<file path="config.mk">
export PLATFORM = sky130hd
export DESIGN_NAME = c3rb_merge
export DESIGN_NICKNAME = d
export VERILOG_FILES = /design/src/hdl/c3rb_pkg.sv /design/src/hdl/c3rb_merge.sv
export SDC_FILE = /design/constraint.sdc
export NUM_CORES = 1
export LEC_CHECK = 0
export BUFFER_PORTS_ARGS = -buffer_cell sky130_fd_sc_hd__buf_2
export CORE_ASPECT_RATIO = 0.7
export CORE_MARGIN = 2
export CORE_UTILIZATION = 25
export DETAILED_ROUTE_END_ITERATION = 12
export PLACE_DENSITY = 0.55
export SLEW_MARGIN = 25
export SYNTH_ARGS = -nofsm -noshare
export SYNTH_HDL_FRONTEND = slang
export SYNTH_SLANG_ARGS = --single-unit
</file>
<file path="constraint.sdc">
create_clock -name vclk -period 23.1
set_input_delay 3.465 -clock vclk [all_inputs]
set_output_delay 3.465 -clock vclk [all_outputs]
set_load 0.05 [all_outputs]
</file>
<file path="src/hdl/c3rb_pkg.sv">
// ----------------------------------------------------------------------------
// c3rb_pkg
// Shared types and constants for the 3x3 replicate-border convolution block.
// ----------------------------------------------------------------------------
package c3rb_pkg;

    localparam int SAMPLE_W = 8;
    localparam int NUM_CH   = 3;
    localparam int PIX_W    = SAMPLE_W * NUM_CH;
    localparam int COEF_W   = 16;
    localparam int KROW_W   = 3 * COEF_W;
    localparam int PROD_W   = COEF_W + SAMPLE_W + 1;
    localparam int RES_W    = 29;
    localparam int POS_X_W  = 10;
    localparam int POS_Y_W  = 16;
    localparam int FW_W     = 11;
    localparam int FH_W     = 16;
    localparam int CC_W     = 2;
    localparam int CFG_IDX_W = 3;
    localparam int CFG_DAT_W = KROW_W;

    typedef logic [PIX_W-1:0]           pix_t;
    typedef logic [SAMPLE_W-1:0]        sample_t;
    typedef logic signed [COEF_W-1:0]   coef_t;
    typedef logic signed [RES_W-1:0]    res_t;

    typedef enum logic [CFG_IDX_W-1:0] {
        REG_KROW_TOP    = 3'd0,
        REG_KROW_MID    = 3'd1,
        REG_KROW_BOTTOM = 3'd2,
        REG_KEEP_CH     = 3'd3,
        REG_FRAME_W     = 3'd4,
        REG_FRAME_H     = 3'd5,
        REG_CH_COUNT    = 3'd6
    } cfg_reg_t;

    // emit kinds, bit positions in the pending mask, in output order
    localparam int EMIT_INNER      = 0;
    localparam int EMIT_ROW_END    = 1;
    localparam int EMIT_LAST_ROW   = 2;
    localparam int EMIT_FRAME_END  = 3;
    localparam int EMIT_KINDS      = 4;

    // replicate-border row/column remap: {1,2,2} on the far edge
    function automatic logic [1:0] tap_sel(input logic edge_sel, input logic [1:0] k);
        logic [1:0] r;
        r = k;
        if (edge_sel && k == 2'd0)
            r = 2'd1;
        else if (edge_sel)
            r = 2'd2;
        return r;
    endfunction

endpackage

</file>
<file path="src/hdl/c3rb_merge.sv">
// ----------------------------------------------------------------------------
// c3rb_merge
// Combines lane sums: per-channel results or one cross-channel sum.
// ----------------------------------------------------------------------------
module c3rb_merge #(
    parameter int NLANE = 3
) (
    input  c3rb_pkg::res_t            lane_sum [NLANE],
    input  logic                      keep,
    input  logic [1:0]                nch,
    output c3rb_pkg::res_t            res [c3rb_pkg::NUM_CH]
);
    import c3rb_pkg::*;

    res_t total;

    always_comb
    begin
        total = '0;
        for (int c = 0; c < NUM_CH; c++)
            res[c] = '0;
        for (int c = 0; c < NLANE; c++)
        begin
            if (2'(c) < nch)
            begin
                total = total + lane_sum[c];
                if (keep)
                    res[c] = lane_sum[c];
            end
        end
        if (!keep)
            res[0] = total;
    end

endmodule

</file>
* Word level (Yosys, flattened, before mapping)
Cells that the tools add are included.
Word-level totals: flip-flop bits (word level) 0, input port bits 90, output and inout bits 87, word-level logic and storage cells 13
Operators by class: add/sub/neg operators 2, $lt $le $gt $ge 3, mux-type cells 8
Operators by type and width (count):
- 2-to-1 mux 29 bit | 8
- adder 29 bit | 2
- less-than comparator 1 x 2 -> 1 bit, first input constant | 2
- less-than comparator 2 bit, first input constant | 1

* Depth between registers and ports, before layout
depth after elaboration 7, gate-level depth with buffers 29, gate-level depth less buffers 24

* Least setup slack after synthesis
No wires, ideal clock.
path type input port to output port, from input nch[0], to output res[83] in the netlist's numbering, data arrival time 9.548 ns, required time 19.635 ns, path slack 10.087 ns, stages on the path 26, path buffers 4, cells stage by stage buf_6 or2_4 buf_6 clkbuf_1 clkbuf_1 and2_1 ha_1 ha_1 a21oi_2 a211oi_1 a311o_1 a32o_2 maj3_2 a32oi_1 xor2_1 a22o_1 ha_1 and2_1 nor2b_1 and4_1 o211ai_1 a211oi_1 nor3_1 nor3_1 xnor2_1 a211oi_1
RTL lines:
- from (decl) | line c3rb_merge.sv:10 | input logic [1:0] nch,
- to (decl) | line c3rb_merge.sv:11 | output c3rb_pkg::res_t res [c3rb_pkg::NUM_CH]

==> impl_metrics.py <==
metrics = {
    "outcome": {
        "status": "finished, final reports clean",
    },
    "clock_tree": {
        "holdBufCountCts": 0,
        "post_cts_buffers": 0,
        "ctsResizeCount": 0,
    },
    "hold_path": {
        "min_to": "res[27]",
        "hold_path.class": "input port to output pin",
        "min-delay-start": "lane_sum[27]",
        "min_path_cells": 3,
    },
    "global_routing": {
        "grt_overflow": 0,
        "track_usage_pct": 17.56,
        "grt_pass1_wl_mm": 31.67,
        "antenna_found_initial": 0,
        "grt_max_degree": 66,
        "grt_pass1_vias": 5688,
    },
    "layout": {
        "seq_cells": 0,
        "layout_common_cells": "buf_2, nand2_1, a21oi_1, and3_1, nor2_1",
        "area_growth_pct": 18.20,
        "fin_cells": 1213,
        "regArea_um2": 0,
        "nets": 1077,
        "antenna_cells": 0,
        "clkbuf_count": 0,
        "drive_gt1_share_pct": 21.99,
        "final_common_cell": "buf_2",
        "final_util_pct": 30.14,
    },
    "timing": {
        "tightest_slew_ps": 693.0,
        "min_period_ps": 13230,
        "grt_setup_unrepaired": "no",
        "min_period_over_period_pct": 57.28,
        "setup_viol": 0,
        "fmax_mhz": 75.58,
        "finalMaxSlewViolations": 0,
        "slew_headroom_pct": 53.69,
        "fin_tns_setup_ps": 0,
        "hold_viol": 0,
    },
    "pwr": {
        "finalPower_mw": 0.2433,
        "power.density_nw_per_um2": 38.99,
        "cellLeakagePower_nw": 3.133,
        "ir_worst_vdd_v": 0.00001513,
    },
    "synth": {
        "syn-num-nets": 961,
        "avgSynthCellArea_um2": 6.414,
        "ys_seq_area_share_pct": 0,
        "synth_top_area_share_pct": 11.14,
        "ys_warn_count": 0,
        "netlist_area_um2": 5279,
        "ys_types": 80,
        "synthCells": 823,
        "synth_area_leader_cell": "ha_1",
        "ys_top_cells_by_area": "ha_1, and3_1, a21oi_1, xnor2_1, nand2_1",
    },
    "detailed_routing": {
        "vias_per_cell": 5.387,
        "via_count": 6534,
        "drt_pre_antenna_iters": 5,
        "drtAntennaViolNets": 0,
        "wl_per_cell_um": 16.96,
        "wirelength_mm": 20.58,
        "drt_iter0_markers": 440,
        "drc_errors": 0,
    },
    "placement": {
        "placedCellCount": 1213,
        "dp_hpwl_mm": 16.71,
        "numPortBuffers": 177,
        "gp_congestion": 0.9224,
    },
    "die": {
        "ios": 177,
        "rows": 44,
        "initial_core_util_pct": 25.50,
        "die_x_um": 177.7,
        "core_um2": 20700,
        "die_y_um": 125.6,
        "die_area_um2": 22310,
    },
    "critical_path": {
        "path_class": "input port to output pin",
        "arrival_ps": 9770,
        "crit_buf_inv": 3,
        "end_kind": "output pin",
        "crit_family": "compound AO/OA/AOI/OAI gates",
        "required_ps": 19640,
        "crit_path_start_kind": "input port",
        "crit_top_cell": "ha_1",
        "path_max_fanout": 65,
        "crit_slowest_cell": "or2_4",
        "slowest_delay_ps": 610,
    },
    "job": {
        "max_cap_violations": 0,
    },
}
-- logic make-up after synthesis --
family	count (synthesis)	synth area share, %
compound gates	297	37.57
mux	6	1.185
fa+ha+maj	55	12.94
simple gates	322	31.69
xor+xnor	56	9.291
buf+inv	87	7.324
-- layout make-up --
class / count / area (µm²)
fillers: 2392 / 14460
multi-input cells: 736 / 4900
repair buffers: 182 / 923.4
well taps: 276 / 345.3
inverters: 19 / 71.32
-- cells in the mapped netlist, drive strengths merged, types with 6 or more instances --
cell	number
nand2	78
a21oi	75
nor2	63
o21ai	63
and3	61
clkbuf	48
ha	47
xnor2	38
a21o	29
nand3	24
and2	22
buf	20
inv	19
nand2b	18
xor2	18
nor3	16
a211oi	15
a31oi	12
o22ai	10
o21bai	9
or3	9
a32o	8
o211ai	8
o31ai	8
a32oi	7
maj3	7
o21a	7
nor2b	6
-- through the flow --
step	cell area (µm²)	worst slack (ps)	hold slack, ps
3_5_place_dp	6240	9991	7376
5_1_grt	6240	9257	7401
2_1_floorplan	5279	10090	7225
6_report	6240	9869	7381
4_1_cts	6240	9966	7377
3_3_place_gp	6235	10060	7377
-- power breakdown --
group          leakage, nW  switching, mW  internal (mW)
combinational         3.13          0.157         0.0860
sequential               0              0              0
clock                    0              0              0
-- how the worst max path moves through the flow --
stage / startpoint / endpoint / slack, ps / cells after the start
after floorplan: nch[0] / res[83] / 10090 / 26
after global placement: nch[1] / res[83] / 10060 / 25
after detailed placement: nch[1] / res[83] / 9990 / 25
after CTS: nch[1] / res[83] / 9970 / 25
after global routing: nch[1] / res[83] / 9260 / 26
final: nch[1] / res[83] / 9870 / 26
-- routing by layer --
metal  vias up  GRT usage, %  wire length (µm)
met4         0         2.555               328
met5         -             0                 0
met1      2963         29.82             11310
met2       259         24.05              7799
li1       3293             -                 -
met3        19        0.3954              1141
Power figures use the tool's default switching activity.
