**src/hdl/c3rb_pkg.sv**
```systemverilog
// ----------------------------------------------------------------------------
// c3rb_pkg
// Shared types and constants for the 3x3 replicate-border convolution block.
// ----------------------------------------------------------------------------
package c3rb_pkg;

    localparam int SAMPLE_W = 8;
    localparam int NUM_CH   = 3;
    localparam int PIX_W    = SAMPLE_W * NUM_CH;
    localparam int COEF_W   = 16;
    localparam int KROW_W   = 3 * COEF_W;
    localparam int PROD_W   = COEF_W + SAMPLE_W + 1;
    localparam int RES_W    = 29;
    localparam int POS_X_W  = 10;
    localparam int POS_Y_W  = 16;
    localparam int FW_W     = 11;
    localparam int FH_W     = 16;
    localparam int CC_W     = 2;
    localparam int CFG_IDX_W = 3;
    localparam int CFG_DAT_W = KROW_W;

    typedef logic [PIX_W-1:0]           pix_t;
    typedef logic [SAMPLE_W-1:0]        sample_t;
    typedef logic signed [COEF_W-1:0]   coef_t;
    typedef logic signed [RES_W-1:0]    res_t;

    typedef enum logic [CFG_IDX_W-1:0] {
        REG_KROW_TOP    = 3'd0,
        REG_KROW_MID    = 3'd1,
        REG_KROW_BOTTOM = 3'd2,
        REG_KEEP_CH     = 3'd3,
        REG_FRAME_W     = 3'd4,
        REG_FRAME_H     = 3'd5,
        REG_CH_COUNT    = 3'd6
    } cfg_reg_t;

    // emit kinds, bit positions in the pending mask, in output order
    localparam int EMIT_INNER      = 0;
    localparam int EMIT_ROW_END    = 1;
    localparam int EMIT_LAST_ROW   = 2;
    localparam int EMIT_FRAME_END  = 3;
    localparam int EMIT_KINDS      = 4;

    // replicate-border row/column remap: {1,2,2} on the far edge
    function automatic logic [1:0] tap_sel(input logic edge_sel, input logic [1:0] k);
        logic [1:0] r;
        r = k;
        if (edge_sel && k == 2'd0)
            r = 2'd1;
        else if (edge_sel)
            r = 2'd2;
        return r;
    endfunction

endpackage

```
**src/hdl/c3rb_lane.sv**
```systemverilog
// ----------------------------------------------------------------------------
// c3rb_lane
// One channel's 3x3 dot product: registered products, then registered sum.
// ----------------------------------------------------------------------------
module c3rb_lane (
    input  logic                          clk,
    input  logic                          en,
    input  c3rb_pkg::sample_t             taps [9],
    input  c3rb_pkg::coef_t               coefs [9],
    output c3rb_pkg::res_t                sum
);
    import c3rb_pkg::*;

    logic signed [PROD_W-1:0] prod_reg [9];
    res_t                     sum_next;

    always_ff @(posedge clk)
    begin
        if (en)
        begin
            for (int k = 0; k < 9; k++)
                prod_reg[k] <= PROD_W'(coefs[k] * $signed({1'b0, taps[k]}));
        end
    end

    always_comb
    begin
        sum_next = '0;
        for (int k = 0; k < 9; k++)
            sum_next = sum_next + RES_W'(prod_reg[k]);
    end

    always_ff @(posedge clk)
    begin
        if (en)
            sum <= sum_next;
    end

endmodule

```
**config.mk**
```make
export PLATFORM = sky130hd
export DESIGN_NAME = c3rb_lane
export DESIGN_NICKNAME = d
export VERILOG_FILES = /design/src/hdl/c3rb_pkg.sv /design/src/hdl/c3rb_lane.sv
export SDC_FILE = /design/constraint.sdc
export NUM_CORES = 2
export LEC_CHECK = 0
export BUFFER_PORTS_ARGS = -buffer_cell sky130_fd_sc_hd__buf_2
export CORE_UTILIZATION = 70
export CTS_BUF_LIST = sky130_fd_sc_hd__clkbuf_8
export DETAILED_ROUTE_END_ITERATION = 7
export PLACE_DENSITY = 0.94
export SLEW_MARGIN = 20
export SYNTH_ARGS = -nofsm -noshare
export SYNTH_HDL_FRONTEND = slang
export SYNTH_SLANG_ARGS = --single-unit
```
**constraint.sdc**
```tcl
create_clock -name clk -period 17.9 [get_ports clk]
set_clock_uncertainty 0.2 [all_clocks]
set_input_delay 5.37 -clock clk [delete_from_list [all_inputs] [get_ports clk]]
set_output_delay 5.37 -clock clk [all_outputs]
set_load 0.02 [all_outputs]
```
== Yosys cells after proc, flatten, opt, wreduce, memory -nomap -nowiden ==
Memories as Yosys holds them, arrays and structs flattened.
Cells that the tools add are included.

* Latch bits: 0
* Register bits after elaboration: 29
* Word-level logic and storage cells: 21
* Memory bits (writable): 225
* Output and inout bits: 29
* Memories kept: 1
* Input bits: 218
* Memory bits (read-only): 0

* Add/subtract/negate cells: 8
* Shift-type cells: 0
* Bitwise operators: 0
* Multiplexer cells: 2
* Div/mod/pow operators: 0
* $mul: 9
* Order comparisons: 0
* Equality and inequality tests: 0
* Reductions and logical operators: 0

{| class="wikitable"
|+ Memory list
! name !! words !! width !! rd ports !! clocked after Yosys merged registers in !! wr ports !! RTL line !! RTL
|-
| prod_reg || 9 || 25 || 9 || 0 || 9 || c3rb_lane.sv:14 || <nowiki>logic signed [PROD_W-1:0] prod_reg [9];</nowiki>
|}

{| class="wikitable"
|+ Operators by type and width
! cell !! number
|-
| multiplier 16 x 9 -> 25 bit || 9
|-
| adder 29 x 25 -> 29 bit || 4
|-
| adder 28 x 25 -> 29 bit || 1
|-
| adder 27 x 25 -> 28 bit || 1
|-
| adder 26 x 25 -> 27 bit || 1
|-
| adder 25 x 25 -> 26 bit || 1
|-
| 2-to-1 mux 1 bit || 2
|}

== Depth between registers and ports, before layout ==
* Depth in word-level cells: 8
* Depth in mapped cells: 20
* Depth with buffers taken out: 19

== Worst setup path after synthesis ==
No wires, ideal clock.

* Path type: input -> register
* Start point: input port taps[64] in the netlist's numbering
* End point: memory prod_reg[0][23] in the netlist's numbering (data pin)
* Data arrival time: 10,031 ps
* Data required time: 17,565 ps
* Slack: 7,535 ps
* Path buffers: 1
* Cell stages on the path: 18
* Library setup time: 135 ps
* Path through: clkbuf_1 > nand2_1 > fa_1 > inv_1 > fa_1 > fa_1 > inv_1 > fa_1 > inv_1 > ha_1 > o21a_1 > o21ai_1 > o311ai_1 > o32a_1 > a21bo_1 > o311a_1 > or4b_1 > nand3_1

{| class="wikitable"
|+ RTL lines
! element !! RTL line !! RTL
|-
| start, declared || c3rb_lane.sv:8 || <nowiki>input c3rb_pkg::sample_t taps [9],</nowiki>
|-
| end, declared || c3rb_lane.sv:14 ||
|}

==> summary.txt <==
Global routing
  – Vias in the first global route: 45,990
  – Gr ovfl total: 0
  – First-pass GRT wire length: roughly 230,000 um
  – Overall Global Routing Usage: 0.3818
  – Initial antenna violation count: 14
  – Largest net degree at the start of global routing: 124

Min path
  – Hold path depth: 3
  – Hold Crit Class: reg2reg
  – Worst Hold End: sum[0]
  – Hold Crit Start: prod_reg[0][75]

Layout
  – Post-layout util: 0.7470
  – Layout area overhead: 5.734%
  – Nets@finish: just under 8,000
  – Largest register FFs: between 200 and 250
  – Design area: 57,870 um2
  – Share of cells above drive strength 1: 0.05293
  – Cell Count, Final, Fillers Out: 7,056

Critical path
  – Most used cell along the critical path: fa_1
  – Worst-path fanout max: 16
  – FF-to-FF path depth: 16
  – Buf/Inv on CP: 4
  – Required @ worst endpoint: 17,990 ps
  – Critical path, cell by cell: buf_2 -> nand2_1 -> fa_1 -> inv_1 -> fa_1 -> fa_1 -> inv_1 -> fa_1 -> inv_1 -> ha_1 -> nor2b_1 -> o21ai_0 -> nand2b_1 -> o311ai_0 -> a21oi_1 -> xnor2_1
  – Crit path DAT: approximately 11,000 ps
  – Reg-to-Reg End: sum[26]
  – Slowest cell on crit path: xnor2_1
  – Delay-heaviest family, CP: adder cells
  – Setup CP Type: in2reg
  – CP Capture Type: flop
  – Critical Path Max Stage Delay: 730 ps
  – R2R Path Start: prod_reg[0][152]
  – Flop2flop setup slack: 11,820 ps
  – Crit start category: primary input

Place
  – Area after DPL: 56,980 um2
  – HPWL after detailed placement: 115,200 um
  – Final GP Congestion: 0.9398
  – Cells after DPL: 6,973
  – Port Buffers: 246

Clock tree
  – Post-CTS sizing: 0
  – H-tree depth: 2
  – Root Driver: clkbuf_8
  – Post-CTS Setup Bufs: 0
  – Longest Clk Path Bufs: 3
  – CTS tree: yes
  – Hold buffers post-CTS: 0
  – TritonCTS buffer count: 42
  – Clock transition at path regs: 70 ps
  – Clk sinks: 254
  – Later-pin clock latency in the skew report: roughly 640 ps

STA
  – Slew Limit Headroom: 0.2625
  – Worst Tran Pin Value: between 1000 and 1500 ps
  – Final setup violation count: 0
  – Final min period: 10,570 ps
  – Achievable frequency: about 95 MHz
  – Fin Setup TNS: 0 ps
  – Fin. Hold Viols: 0
  – RSZ-0062 raised after global routing: false
  – Max-slew violations: 0
  – Final period util: 0.5908

Detailed routing
  – Final WL: 144,500 um
  – Drc violations: 34
  – Top routing layer in use: met5
  – Met3 wire len: 13,630 um
  – Met2 wire len: 71,860 um
  – Routed Antenna Nets: 0
  – Metal1 wirelength: roughly 47,000 um
  – Vias/cell: 5.931
  – TritonRoute pass-1 iters: 8
  – DR iter-0 viols: 4,167
  – Via Count: 41,850
  – DR WL/cell: 20.47 um

Synthesis
  – Yosys cell types: between 60 and 70
  – Synth Register Bits: 254
  – Mean Syn Cell Area: 9.491 um2
  – Gate Count Post-Synth: 5,766
  – Top-count cell post-synth: inv_1
  – Synth Warn #: 0
  – Most common library cells after synthesis: inv_1, fa_1, and2_1, nand2_1, ha_1
  – EDFF count, synth: 254
  – Top cell type's share of synthesized area: 0.4009
  – Top_reg_cell synth: edfxtp_1
  – Synthesized net count: about 7,600
  – Synth Cell Area: 54,730 um2
  – Yosys top cell by area: fa_1
  – Top post-synthesis cells by area: fa_1, edfxtp_1, inv_1
  – Seq/Total Area, Yosys: 0.1394
  – Fraction of registers with async set/reset: 0

Die
  – Row cnt: 102
  – Die H: 281.6 um
  – Ports: 247
  – Chip Width: 281.6 um
  – Core area: 77,470 um2
  – Die ar.: slightly below 80,000 um2
  – Initial Util: 0.7065

Status
  – Status: finished, violations left
  – Failing checks: design-rule violations

Run
  – Max_cap viols: 0
area by class of cell:
class	instances	area (um2)
antenna	8	20.02
clock buffer	43	591.8
clock inverter	32	272.8
fill	4521	19600
inverter	1663	6242
multi-input combinational	3768	40550
sequential	254	7627
tap	1040	1301
timing repair buffer	248	1256
worst max path at each step:
stage / from / to / slack (ps) / cells past startpoint
6_report: taps[24] / prod_reg[0][149] / 7330 / 16
5_1_grt: taps[24] / prod_reg[0][149] / 7210 / 16
4_1_cts: taps[48] / prod_reg[0][74] / 7690 / 17
3_5_place_dp: taps[48] / prod_reg[0][74] / 7140 / 17
3_3_place_gp: taps[64] / prod_reg[0][23] / 7290 / 18
2_1_floorplan: taps[64] / prod_reg[0][23] / 7530 / 18
worst min-delay path: cells and delay by family (launching register included):
family / cells / cell delay [ps]
fa+ha+maj: 3 / 470
flops: 1 / 360
per-stage QoR:
stage          setup WS, ps  hold WS, ps
2_1_floorplan          7535        480.3
3_3_place_gp           7285        689.2
3_5_place_dp           7140        712.3
4_1_cts                7689        737.4
5_1_grt                7210        808.8
6_report               7325        742.5
cells in the final DEF, fill, tap and decap left out, drive strengths merged, types with 5 or more instances in the layout:
master and count:
nor3 34, xor2 48, o21a 32, a211o 7, nor2b 30, a211oi 15
or3 6, a221oi 5, fa 1096, or2 6, o211ai 10, clkbuf 43
a31oi 16, nand2 600, xnor2 173, nor2 96, nand4 13, o311ai 7
clkinv 18, o31ai 7, diode 8, bufinv 5, inv 1670, buf 248
nor4 5, and3 14, a21o 77, a21oi 146, nand3 27, o21bai 25
nand2b 22, and2 624, ha 479, edfxtp 254, and4 10, a2111oi 7
o21ai 80
per-layer routing:
metal / up-vias / global-route usage
met5: - / 0
met4: 18 / 0.2656
met3: 872 / 0.08452
met2: 2657 / 0.6545
met1: 20690 / 0.4236
li1: 17610 / -
cells by family (layout without fill, tap and decap cells):
| group | after synthesis | after routing | share of synthesized area |
|---|---|---|---|
| AOI/OAI and AO/OA | 475 | 475 | 0.05645 |
| xor gates and xnor gates | 221 | 221 | 0.03537 |
| adders and majority gates | 1575 | 1575 | 0.5104 |
| buffers and inverters | 1744 | 1986 | 0.1196 |
| DFF | 254 | 254 | 0.1394 |
| muxes | 2 | 2 | 0.0003658 |
| other | 0 | 8 | 0 |
| and+or+nand+nor | 1495 | 1495 | 0.1384 |
Power is not shown: default switching activity piles up to over one toggle a cycle in this logic, so the estimate is an artifact.
